File: config.mk
export PLATFORM = sky130hd
export DESIGN_NAME = sysex_message_classifier_unit
export DESIGN_NICKNAME = d
export VERILOG_FILES = /design/src/hdl/smc_pkg.sv /design/src/hdl/sysex_message_classifier_unit.sv
export SDC_FILE = /design/constraint.sdc
export NUM_CORES = 1
export LEC_CHECK = 0
export BUFFER_PORTS_ARGS = -buffer_cell sky130_fd_sc_hd__buf_2
export CORE_MARGIN = 2
export CORE_UTILIZATION = 30
export DETAILED_ROUTE_END_ITERATION = 10
export PLACE_DENSITY = 0.44
export SYNTH_ARGS = -nofsm -noshare
export SYNTH_HDL_FRONTEND = slang
export SYNTH_SLANG_ARGS = --single-unit
export TNS_END_PERCENT = 50
File: constraint.sdc
create_clock -name clk -period 3.6 [get_ports clk]
set_input_delay 0.54 -clock clk [delete_from_list [all_inputs] [get_ports clk]]
set_output_delay 0.54 -clock clk [all_outputs]
set_load 0.005 [all_outputs]
File: src/hdl/smc_pkg.sv
// ----------------------------------------------------------------------------
// smc_pkg
// Types and constants for the system-exclusive message classifier.
// ----------------------------------------------------------------------------
package smc_pkg;

  localparam int unsigned FIELD_DEPTH = 7;

  localparam logic [3:0] COUNT_MAX        = 4'd15;
  localparam logic [3:0] POS_MODEL        = 4'd4;
  localparam logic [3:0] POS_TYPE         = 4'd5;
  localparam logic [3:0] POS_FIELD0       = 4'd6;

  localparam logic [3:0] LEN_SYSEX_MIN    = 4'd7;
  localparam logic [3:0] LEN_TEMPO        = 4'd7;
  localparam logic [3:0] LEN_PARAM_MIN    = 4'd14;
  localparam logic [3:0] LEN_FIRMWARE     = 4'd14;
  localparam logic [3:0] LEN_FRONTPANEL   = 4'd8;
  localparam logic [3:0] LEN_PRESET       = 4'd10;

  localparam logic [7:0] SOX              = 8'hF0;
  localparam logic [7:0] MFR_ID0          = 8'h00;
  localparam logic [7:0] MFR_ID1          = 8'h01;
  localparam logic [7:0] MFR_ID2          = 8'h74;
  localparam logic [7:0] CHK_MASK         = 8'h7F;
  localparam logic [7:0] EOX              = 8'hF7;

  localparam logic [7:0] TYPE_TEMPO       = 8'h10;
  localparam logic [7:0] TYPE_PARAM_VALUE = 8'h02;
  localparam logic [7:0] TYPE_FIRMWARE    = 8'h08;
  localparam logic [7:0] TYPE_FRONTPANEL  = 8'h21;
  localparam logic [7:0] TYPE_PRESET      = 8'h14;

  localparam logic [7:0] HEADER_BYTES [4] = '{SOX, MFR_ID0, MFR_ID1, MFR_ID2};

  typedef struct packed {
    logic        is_sysex;
    logic        is_tempo;
    logic        is_param_value;
    logic [14:0] block_id;
    logic [14:0] param_id;
    logic [21:0] param_value;
    logic        is_firmware_version;
    logic        is_frontpanel_change;
    logic        is_preset_number;
  } result_t;

endpackage

File: src/hdl/sysex_message_classifier_unit.sv
// ----------------------------------------------------------------------------
// sysex_message_classifier_unit
// A last byte is held in the input register, and its result then in the result register.
// Throughput: one byte per cycle; the input register stalls only while it holds
// a last byte and the result register holds an untaken result.
// Reset: synchronous, active low; clears the message state, model_r and
// both valid flags.
// ----------------------------------------------------------------------------
module sysex_message_classifier_unit (
  input  logic        clk,
  input  logic        rst_n,
  input  logic        cfg_wr_en,
  input  logic [7:0]  cfg_wr_data,
  input  logic        in_valid,
  output logic        in_ready,
  input  logic [7:0]  in_data_byte,
  input  logic        in_last_byte,
  output logic        out_valid,
  input  logic        out_ready,
  output logic        out_is_sysex,
  output logic        out_is_tempo,
  output logic        out_is_param_value,
  output logic [14:0] out_block_id,
  output logic [14:0] out_param_id,
  output logic [21:0] out_param_value,
  output logic        out_is_firmware_version,
  output logic        out_is_frontpanel_change,
  output logic        out_is_preset_number
);

  logic [7:0] model_r;

  logic       s1_valid_r;
  logic       s1_valid_nxt;
  logic [7:0] s1_byte_r;
  logic       s1_last_r;
  logic       s1_adv;

  logic [3:0] count_r;
  logic [3:0] count_nxt;
  logic       hdr_r;
  logic       hdr_nxt;
  logic [7:0] type_r;
  logic [7:0] type_nxt;
  logic [7:0] field_r   [smc_pkg::FIELD_DEPTH];
  logic [7:0] field_nxt [smc_pkg::FIELD_DEPTH];
  logic [7:0] xor_r;
  logic [7:0] xor_nxt;
  logic [7:0] prev_r;
  logic [7:0] prev_nxt;

  logic       hdr_upd;
  logic [7:0] type_upd;
  logic [7:0] field_upd [smc_pkg::FIELD_DEPTH];
  logic [3:0] len;

  smc_pkg::result_t res;
  smc_pkg::result_t out_r;
  logic             out_valid_r;
  logic             out_valid_nxt;
  logic             out_load;

  assign s1_adv   = s1_valid_r && (!s1_last_r || !out_valid_r || out_ready);
  assign in_ready = !s1_valid_r || s1_adv;
  assign out_load = s1_adv && s1_last_r;

  assign s1_valid_nxt  = (in_valid && in_ready) ? 1'b1 : (s1_adv ? 1'b0 : s1_valid_r);
  assign out_valid_nxt = out_load ? 1'b1 : (out_ready ? 1'b0 : out_valid_r);

  // Fold the current byte into the message state.
  always_comb begin
    hdr_upd  = hdr_r;
    type_upd = type_r;
    for (int i = 0; i < smc_pkg::FIELD_DEPTH; i++) begin
      field_upd[i] = field_r[i];
      if (count_r == smc_pkg::POS_FIELD0 + 4'(i)) begin
        field_upd[i] = s1_byte_r;
      end
    end
    if (count_r < smc_pkg::POS_MODEL) begin
      if (s1_byte_r != smc_pkg::HEADER_BYTES[count_r[1:0]]) begin
        hdr_upd = 1'b0;
      end
    end else if (count_r == smc_pkg::POS_MODEL) begin
      if (s1_byte_r != model_r) begin
        hdr_upd = 1'b0;
      end
    end else if (count_r == smc_pkg::POS_TYPE) begin
      type_upd = s1_byte_r;
    end
    len = (count_r == smc_pkg::COUNT_MAX) ? smc_pkg::COUNT_MAX : count_r + 4'd1;
  end

  always_comb begin
    res.is_sysex = (len >= smc_pkg::LEN_SYSEX_MIN) && hdr_upd
                   && (prev_r == (xor_r & smc_pkg::CHK_MASK))
                   && (s1_byte_r == smc_pkg::EOX);
    res.is_tempo = (len == smc_pkg::LEN_TEMPO) && hdr_upd
                   && (type_upd == smc_pkg::TYPE_TEMPO)
                   && (field_upd[0] == smc_pkg::EOX);
    res.is_param_value = (len >= smc_pkg::LEN_PARAM_MIN)
                         && (type_upd == smc_pkg::TYPE_PARAM_VALUE);
    res.is_firmware_version  = (len == smc_pkg::LEN_FIRMWARE)
                               && (type_upd == smc_pkg::TYPE_FIRMWARE);
    res.is_frontpanel_change = (len == smc_pkg::LEN_FRONTPANEL)
                               && (type_upd == smc_pkg::TYPE_FRONTPANEL);
    res.is_preset_number     = (len == smc_pkg::LEN_PRESET)
                               && (type_upd == smc_pkg::TYPE_PRESET);
    res.block_id    = '0;
    res.param_id    = '0;
    res.param_value = '0;
    if (res.is_param_value) begin
      res.block_id    = {7'd0, field_upd[0]} | {field_upd[1], 7'd0};
      res.param_id    = {7'd0, field_upd[2]} | {field_upd[3], 7'd0};
      res.param_value = {14'd0, field_upd[4]} | {7'd0, field_upd[5], 7'd0}
                        | {field_upd[6], 14'd0};
    end
  end

  // Advance the message state; clear it after the last byte.
  always_comb begin
    count_nxt = count_r;
    hdr_nxt   = hdr_r;
    type_nxt  = type_r;
    xor_nxt   = xor_r;
    prev_nxt  = prev_r;
    for (int i = 0; i < smc_pkg::FIELD_DEPTH; i++) begin
      field_nxt[i] = field_r[i];
    end
    if (s1_adv) begin
      if (s1_last_r) begin
        count_nxt = '0;
        hdr_nxt   = 1'b1;
        type_nxt  = '0;
        xor_nxt   = '0;
        prev_nxt  = '0;
        for (int i = 0; i < smc_pkg::FIELD_DEPTH; i++) begin
          field_nxt[i] = '0;
        end
      end else begin
        count_nxt = len;
        hdr_nxt   = hdr_upd;
        type_nxt  = type_upd;
        xor_nxt   = xor_r ^ prev_r;
        prev_nxt  = s1_byte_r;
        for (int i = 0; i < smc_pkg::FIELD_DEPTH; i++) begin
          field_nxt[i] = field_upd[i];
        end
      end
    end
  end

  always_ff @(posedge clk) begin
    if (!rst_n) begin
      model_r     <= '0;
      s1_valid_r  <= 1'b0;
      out_valid_r <= 1'b0;
      count_r     <= '0;
      hdr_r       <= 1'b1;
      type_r      <= '0;
      xor_r       <= '0;
      prev_r      <= '0;
      for (int i = 0; i < smc_pkg::FIELD_DEPTH; i++) begin
        field_r[i] <= '0;
      end
    end else begin
      if (cfg_wr_en) begin
        model_r <= cfg_wr_data;
      end
      s1_valid_r  <= s1_valid_nxt;
      out_valid_r <= out_valid_nxt;
      count_r     <= count_nxt;
      hdr_r       <= hdr_nxt;
      type_r      <= type_nxt;
      xor_r       <= xor_nxt;
      prev_r      <= prev_nxt;
      for (int i = 0; i < smc_pkg::FIELD_DEPTH; i++) begin
        field_r[i] <= field_nxt[i];
      end
    end
  end

  always_ff @(posedge clk) begin
    if (in_valid && in_ready) begin
      s1_byte_r <= in_data_byte;
      s1_last_r <= in_last_byte;
    end
    if (out_load) begin
      out_r <= res;
    end
  end

  assign out_valid                = out_valid_r;
  assign out_is_sysex             = out_r.is_sysex;
  assign out_is_tempo             = out_r.is_tempo;
  assign out_is_param_value       = out_r.is_param_value;
  assign out_block_id             = out_r.block_id;
  assign out_param_id             = out_r.param_id;
  assign out_param_value          = out_r.param_value;
  assign out_is_firmware_version  = out_r.is_firmware_version;
  assign out_is_frontpanel_change = out_r.is_frontpanel_change;
  assign out_is_preset_number     = out_r.is_preset_number;

endmodule

==> impl_summary.md, run 1 <==
Timing
The number of max-slew violations in the final report is 0. The setup slack of the critical path after layout is 488.1 ps. The final-report setup violation count is 0. The final critical path takes up 86.44% of the cycle.

At the pin with the least slew margin, the transition time is 1067 ps. Adding up every negative setup slack in the final design gives 0 ps. Counting I/O delays and the setup requirement, the final critical path takes 3112 ps. The final count of hold timing violations is 0. The tightest hold margin is 284.6 ps. The fmax is 321.3 MHz. The normalized max-slew margin is 28.87%. The clock arrives with 10.89 ps of skew. Setup repair after global routing left no endpoint under its margin.

Place
The wire-length estimate of the detail-placed layout is 13850 um. Before CTS, the worst setup slack after placement is 558.9 ps. Once placement completed, the tool counted placed cells totaling 1053. Input and output buffers added on the ports amount to 81. At the end of routability-driven placement, the weighted congestion stood at 0.8342.

Synthesis
Sorting the synthesized cells by how often they occur yields dfxtp_1, nor2_1, edfxtp_1. The mean area per synthesized cell is 10.78 sq um. The share of synthesized area in the top cell type comes to 27.01%.

The number of enable flip-flop cells after synthesis is 67. The gate count after technology mapping is 691. Yosys attributes the largest share of cell area to edfxtp_1, dfxtp_1, mux2i_1, nor3_2, a22oi_1. The most area-hungry cell type in the Yosys netlist is edfxtp_1. After synthesis, flip-flops and latches occupy 52.28% of the total area. The most common cell in the synthesized netlist is dfxtp_1.

The mapped netlist covers 7448 sq um. The count of yosys warnings during synthesis is 0. The most used flip-flop cell after synthesis is dfxtp_1.

After synthesis the netlist holds a flip-flop and latch count of 161. For this run, asynchronously set or reset flops after synthesis account for 0%. The synthesized net count is 718. The distinct cell type count of the synthesized netlist is 51.

Worst setup path
In this run the worst path has a maximum fanout of 23. The worst path required time is 3850 ps. The critical path starts at count_r[0].

The capture point of the worst reg-to-reg path is out_is_firmware_version. The internal reg-to-reg setup slack is 490 ps. The length in cells of the worst reg-to-reg path is 7. For the worst setup path, the data arrival time is 3360 ps.

The end point of the critical path is out_is_firmware_version. The classification of the worst setup path is reg -> reg. The startpoint of the lowest-slack register-to-register path is count_r[0]. The nature of the critical path endpoint is a flop. STA classifies the critical path startpoint as a flop.

Route
The post-detailed-route wirelength per cell is 19.94 um. The final wirelength is 21630 um. For this run, design rule violations remaining after detail routing come to 0. The mean number of vias per cell is 5.150. The pre-antenna-repair detailed-routing pass consisted of 7 iterations.

The routed layout has 5588 vias. The post-detailed-route count of antenna-violating nets is 0. After the first detailed-routing iteration, the DRC count stood at 320.

GRT
The total routing resource utilization after global routing is 16.87%. The number of antenna violations at the first check in global routing came to 0. The overall overflow remaining after global route is 0. The wire length of the first global-routing pass is 33580 um.

The maximum number of pins on one net before global-route repair is 95. The number of global-route vias before repair is 5695.

Clock network
The clock latency at the later pin of the worst-skew pair is 430 ps. The CTS tree is built. The register clock-pin slew on the reported worst setup and hold paths is 70 ps. The post-CTS resize count is 0. Hold repair after CTS inserted 0 buffers. The tree built by TritonCTS fans out to 161 sinks. Buffers inserted during clock tree synthesis total 17. The number of levels in the clock H-tree is 4. The maximum buffer depth of the clock tree is 2.

In this run the post-CTS setup repair buffer count came out at 0. The tree is rooted in a clkbuf_16.

Pwr
Dividing total power by cell area gives a power density of 450.1 nW/um^2. The worst supply voltage drop on vdd is 262.0 uV. Summed over all cells, the static leakage comes to 2.768 nW.

Floorplan
The die extent in x is 161.6 um. For this configuration, the core starts out at a cell density of 30.63%. The core area is 24320 sq um. The die boundary height is 161.6 um. The area of the die is 26100 sq um. After floorplanning, the core was divided into 57 placement rows. The boundary pin count is 82.

Final layout
The fill cell instance count of the final layout is 2452. The net count reported at finish is 775. Of the cells placed in the final design, the portion with a size suffix greater than 1 is 25.49%. The repair_antennas step left the layout with diodes totalling 0. For this run, the share of the core covered by cells in the final layout is 35.86%.

From synthesis to final layout, the design area changed by 17.08%. The number of cells in the finished layout apart from fillers is 1085.

Flow run
Max-cap violations in this run came to 0.

Outcome
The run finished with clean final reports.

Hold path
The worst hold path belongs to the class in -> reg.
[worst min-delay path by stage]
| stage | cells past startpoint | slack [ps] | start | to |
|---|---|---|---|---|
| finish | 1 | 280 | in_data_byte[5] | s1_byte_r[5] |
| global route | 1 | 270 | in_data_byte[4] | s1_byte_r[4] |
| CTS | 1 | 270 | in_data_byte[5] | s1_byte_r[5] |
| detailed placement | 2 | 470 | type_r[4] | type_r[4] |
| global placement | 2 | 450 | prev_r[7] | prev_r[7] |
| floorplan | 2 | 440 | prev_r[7] | prev_r[7] |
[metrics by stage]
step	power (mW)	area [sq um]
final	3.926	8721
after global placement	2.211	8160
after floorplan	2.101	7448
after global routing	4.054	8721
after CTS	3.960	8721
after detailed placement	2.215	8160
[cell type report]
| type | instances | area, sq um | area share [%] |
|---|---|---|---|
| flip-flops and latches | 161 | 3894 | 44.65 |
| multi-input cells | 457 | 3232 | 37.06 |
| repair buffers | 104 | 603.1 | 6.915 |
| clock buffers | 17 | 425.4 | 4.878 |
| well taps | 324 | 405.4 | 4.648 |
| clock inverters | 15 | 135.1 | 1.550 |
| inverters | 7 | 26.28 | 0.3013 |
[cell usage in the layout, fill, tap and decap left out, drive strengths merged, types with 5 or more instances in the layout]
| cell | Yosys | routed |
|---|---|---|
| buf | 28 | 104 |
| dfxtp | 94 | 94 |
| nor2 | 89 | 89 |
| edfxtp | 67 | 67 |
| mux2i | 66 | 66 |
| nor3 | 57 | 57 |
| a22oi | 48 | 48 |
| nand2 | 28 | 28 |
| a21oi | 23 | 23 |
| xor2 | 17 | 17 |
| clkbuf | 38 | 17 |
| a32oi | 15 | 15 |
| o21ai | 11 | 11 |
| nand3b | 11 | 11 |
| inv | 7 | 11 |
| o211ai | 9 | 9 |
| and3b | 8 | 8 |
| nor2b | 8 | 8 |
| clkinv | 0 | 7 |
| nand3 | 6 | 6 |
| nor4 | 6 | 6 |
| and3 | 6 | 6 |
| nand2b | 5 | 5 |
| ha | 5 | 5 |
[state kept, by name (all words and copies together), names as in the netlist]
signal                    cells
out_is_preset_number          1
out_is_firmware_version       1
s1_last_r                     1
hdr_r                         1
field_r                      56
xor_r                         7
out_is_frontpanel_change      1
s1_byte_r                     8
out_param_id                 15
out_is_param_value            1
out_is_tempo                  1
out_is_sysex                  1
type_r                        8
count_r                       4
model_r                       8
prev_r                        8
out_valid                     1
s1_valid_r                    1
out_block_id                 15
out_param_value              22
[worst max-delay path, stage by stage (launching register included)]
cell and delay (ps):
dfxtp_1 550, inv_1 140, ha_1 280, and4bb_4 550, mux2i_1 290, or4b_4 510, buf_4 280, nor4_1 300
[layer usage]
| layer | vias up | global-route usage [%] | routed length, um |
|---|---|---|---|
| li1 | 2649 | - | - |
| met1 | 2750 | 23.05 | 10350 |
| met2 | 161 | 27.10 | 10060 |
| met3 | 28 | 2.722 | 816 |
| met4 | 0 | 5.885 | 400 |
| met5 | - | 0 | 0 |
[report_power, final]
group	total (mW)	internal, mW	switching, mW	leakage (nW)
logic	0.195	0.0649	0.130	1.14
registers	1.98	1.93	0.0472	1.36
clock network	1.75	0.959	0.794	0.269
total	3.93	2.95	0.972	2.77
[cells by family after synthesis]
logic type               count (synthesis)  share of synthesized area [%]
AND/OR/NAND/NOR                        242                          19.40
flip-flops                             161                          52.28
AO/OA/AOI/OAI                          124                          11.78
buffers and inverters                   73                          4.452
multiplexers                            67                          9.021
XOR/XNOR                                19                          2.234
adder cells (fa/ha/maj)                  5                         0.8399
Power figures use the tool's default switching activity.
==> run 2, diff against run 1 <==
PLACE_DENSITY = 0.43   (was 0.44)
clock period = 3.8 ns   (was 3.6 ns; I/O delays follow)
==> impl_summary.md, run 2 (synthesis gave the netlist of run 1 again) <==
Final layout
The total inserted antenna cells is 0. The fill cell instance count of the final layout is 2452. The area used by sequential logic in the layout is 3894 sq um. The number of cells in the finished layout apart from fillers is 1083. The flip-flop count of the largest register, all copies and words added is 56.

The largest register by flop count is field_r. Summing all multi-input logic gate instances after layout gives 3232 sq um. The share of cells above drive strength 1 is 24.77%.

The final standard cell utilization of the core is 35.91%. After the last flow step, the layout net total stands at 773. The final instance area is 8732 sq um. The library cells used most frequently in the layout, excluding fill and tap cells, are dfxtp_1, nor2_1, buf_2. The library cell used most frequently in the layout, excluding fill and tap cells, is dfxtp_1. The area growth from synthesis to layout is 17.23%.

Timing
Setup repair after global routing left no endpoint under its margin. The number of max-slew violations in the final report came to 0. In the post-route analysis, the smallest setup slack over all paths is 510.9 ps. Setup violations remaining at the end of the flow were counted as 0. The setup TNS is 0 ps. The tightest hold path in the finished design has a slack of 326.6 ps.

The share of the clock period used by the worst path after layout is 86.56%. The normalized max-slew margin is 26.99%. The final worst clock skew is 8.470 ps. Timing would allow up to 304.0 MHz.

The worst path in the final design needs a cycle of 3289 ps, including I/O delays and setup. At the pin with the least slew margin, the transition time is 1094 ps. The final count of hold timing violations was 0.

Hold path
The count of cells along the worst hold path is 1. The endpoint with the worst hold slack is s1_byte_r[3]. The worst hold path belongs to the class in -> reg. The worst hold path begins at in_data_byte[3].

Clock network
The H-tree was split into 4 levels. Clock-pin slew was measured on the worst setup and hold paths at 60 ps. Buffers inserted to repair hold after CTS numbered 0. The number of clock sinks is 161. The cell at the root of the clock tree is clkbuf_16. Clock tree synthesis inserted a total of 17 buffers. The maximum buffer depth of the clock tree is 2. The post-CTS resize count is 0. The CTS tree is built.

The number of setup buffers added after CTS is 0. Clock latency on the worst-skew pair, taken at its later pin, is 420 ps.

Floorplan
The area of the die is 26100 sq um. The floorplan step set the die height to 161.6 um. The boundary pin count is 82.

The core area is 24320 sq um. The die extent in x is 161.6 um. Once the floorplan was initialized, standard cells occupied 30.63% of the core. The number of rows created at floorplan is 57.

Flow run
The count of max-cap constraint violations is 0.

Worst setup path
The internal reg-to-reg setup slack is 510 ps. For the worst flop-to-flop path, the logic depth is 6. The highest fanout seen on the critical path is 54. The classification of the worst setup path is reg -> reg. The capture point of the worst reg-to-reg path is out_param_id[7]. At the worst endpoint, the required time is 4030 ps. The worst setup path is captured at a flop. At the worst endpoint, the arrival time is 3520 ps.

The category of the worst setup path launch point is a flop. The startpoint of the lowest-slack register-to-register path is count_r[0].

GRT
The total routing resource utilization after global routing is 16.37%. Global routing finished with a remaining overflow of 0. Entering global routing, the biggest net connects 55 pins. The number of antenna violations at the first check in global routing is 0.

The wire length of the first global-routing pass is 32280 um. The number of global-route vias before repair is 5452.

Pwr
Per report_power, the sequential group accounts for 49.1% of the total. The net switching power is 0.8422 mW. The power per cell area is 435.0 nW/um^2.

The switching portion of total power is 22.17%. The internal power is 2.956 mW. The worst supply voltage drop on vdd is 243.6 uV. The power consumption is 3.798 mW.

The part of the power in combinational logic is 5.1%. The cell leakage power is 2.766 nW. The clock network burns 45.9% of the power.

Place
The placed cell area is 8133 sq um. Buffers placed on the I/O ports in this run total 81. Detailed placement ended at an HPWL of 14030 um. The number of cells in the design after placement is 1051.

The pre-CTS worst setup slack is 559.2 ps. At the end of routability-driven placement, the weighted congestion stood at 0.8422.

Route
For this block, the routed nets add up to 21160 um of wire. The mean number of vias per cell is 5.140. The first-pass detailed-route iteration total is 5. The number of remaining DRC errors is 0. The DRC marker count from the first detailed-route iteration is 431. The detail route stage leaves a number of antenna-violating nets equal to 0. The number of vias in the routed layout is 5567. The post-detailed-route wirelength per cell is 19.54 um.

Outcome
The flow ran to the end, and the final reports show no timing, DRC or antenna violations.
run 2: cell count changes in the layout (fill, tap and decap cells not counted), moves of 2 or more:
| cell | change |
|---|---|
| clkbuf_1 | +3 |
| inv_6 | -3 |
| bufinv_16 | +2 |
| clkbuf_8 | +2 |
| clkinv_2 | -2 |
run 2: area by class of cell:
| class | count | area share (%) |
|---|---|---|
| clock inverter | 10 | 1.548 |
| tap | 324 | 4.643 |
| inverter | 7 | 0.3009 |
| sequential | 161 | 44.59 |
| multi-input combinational | 457 | 37.01 |
| clock buffer | 22 | 5.316 |
| timing repair buffer | 102 | 6.591 |
run 2: worst max path at each step:
| stage | slack, ps | startpoint | endpoint | depth (start not counted) |
|---|---|---|---|---|
| final | 510 | count_r[0] | out_param_id[7] | 6 |
| after global placement | 680 | count_r[0] | out_is_firmware_version | 6 |
| after CTS | 540 | count_r[0] | out_is_firmware_version | 6 |
| after floorplan | 960 | s1_last_r | out_block_id[0] | 3 |
| after global routing | 310 | count_r[0] | out_is_firmware_version | 6 |
| after detailed placement | 560 | count_r[0] | out_param_id[7] | 6 |
run 2: power groups by stage:
stage               Combinational [mW]  Sequential [mW]  Clock (mW)
floorplan                        0.102             1.89           0
global placement                 0.191             1.90           0
detailed placement               0.194             1.90           0
CTS                              0.195             1.86        1.78
global route                     0.209             1.87        1.85
finish                           0.192             1.86        1.74
run 2: metal layers:
metal	share of wire [%]	wire length [um]	GRT usage [%]
met5	0	0	0
met4	1.2	246	4.424
met3	4.8	1022	3.107
met2	47	9882	26.46
met1	47	10010	22.46
run 2: critical path: stages, from the launching register on:
cell and delay, ps:
dfxtp_1 540, inv_1 150, ha_1 280, and4bb_4 540
mux2i_1 290, or4b_4 860, a211oi_1 380
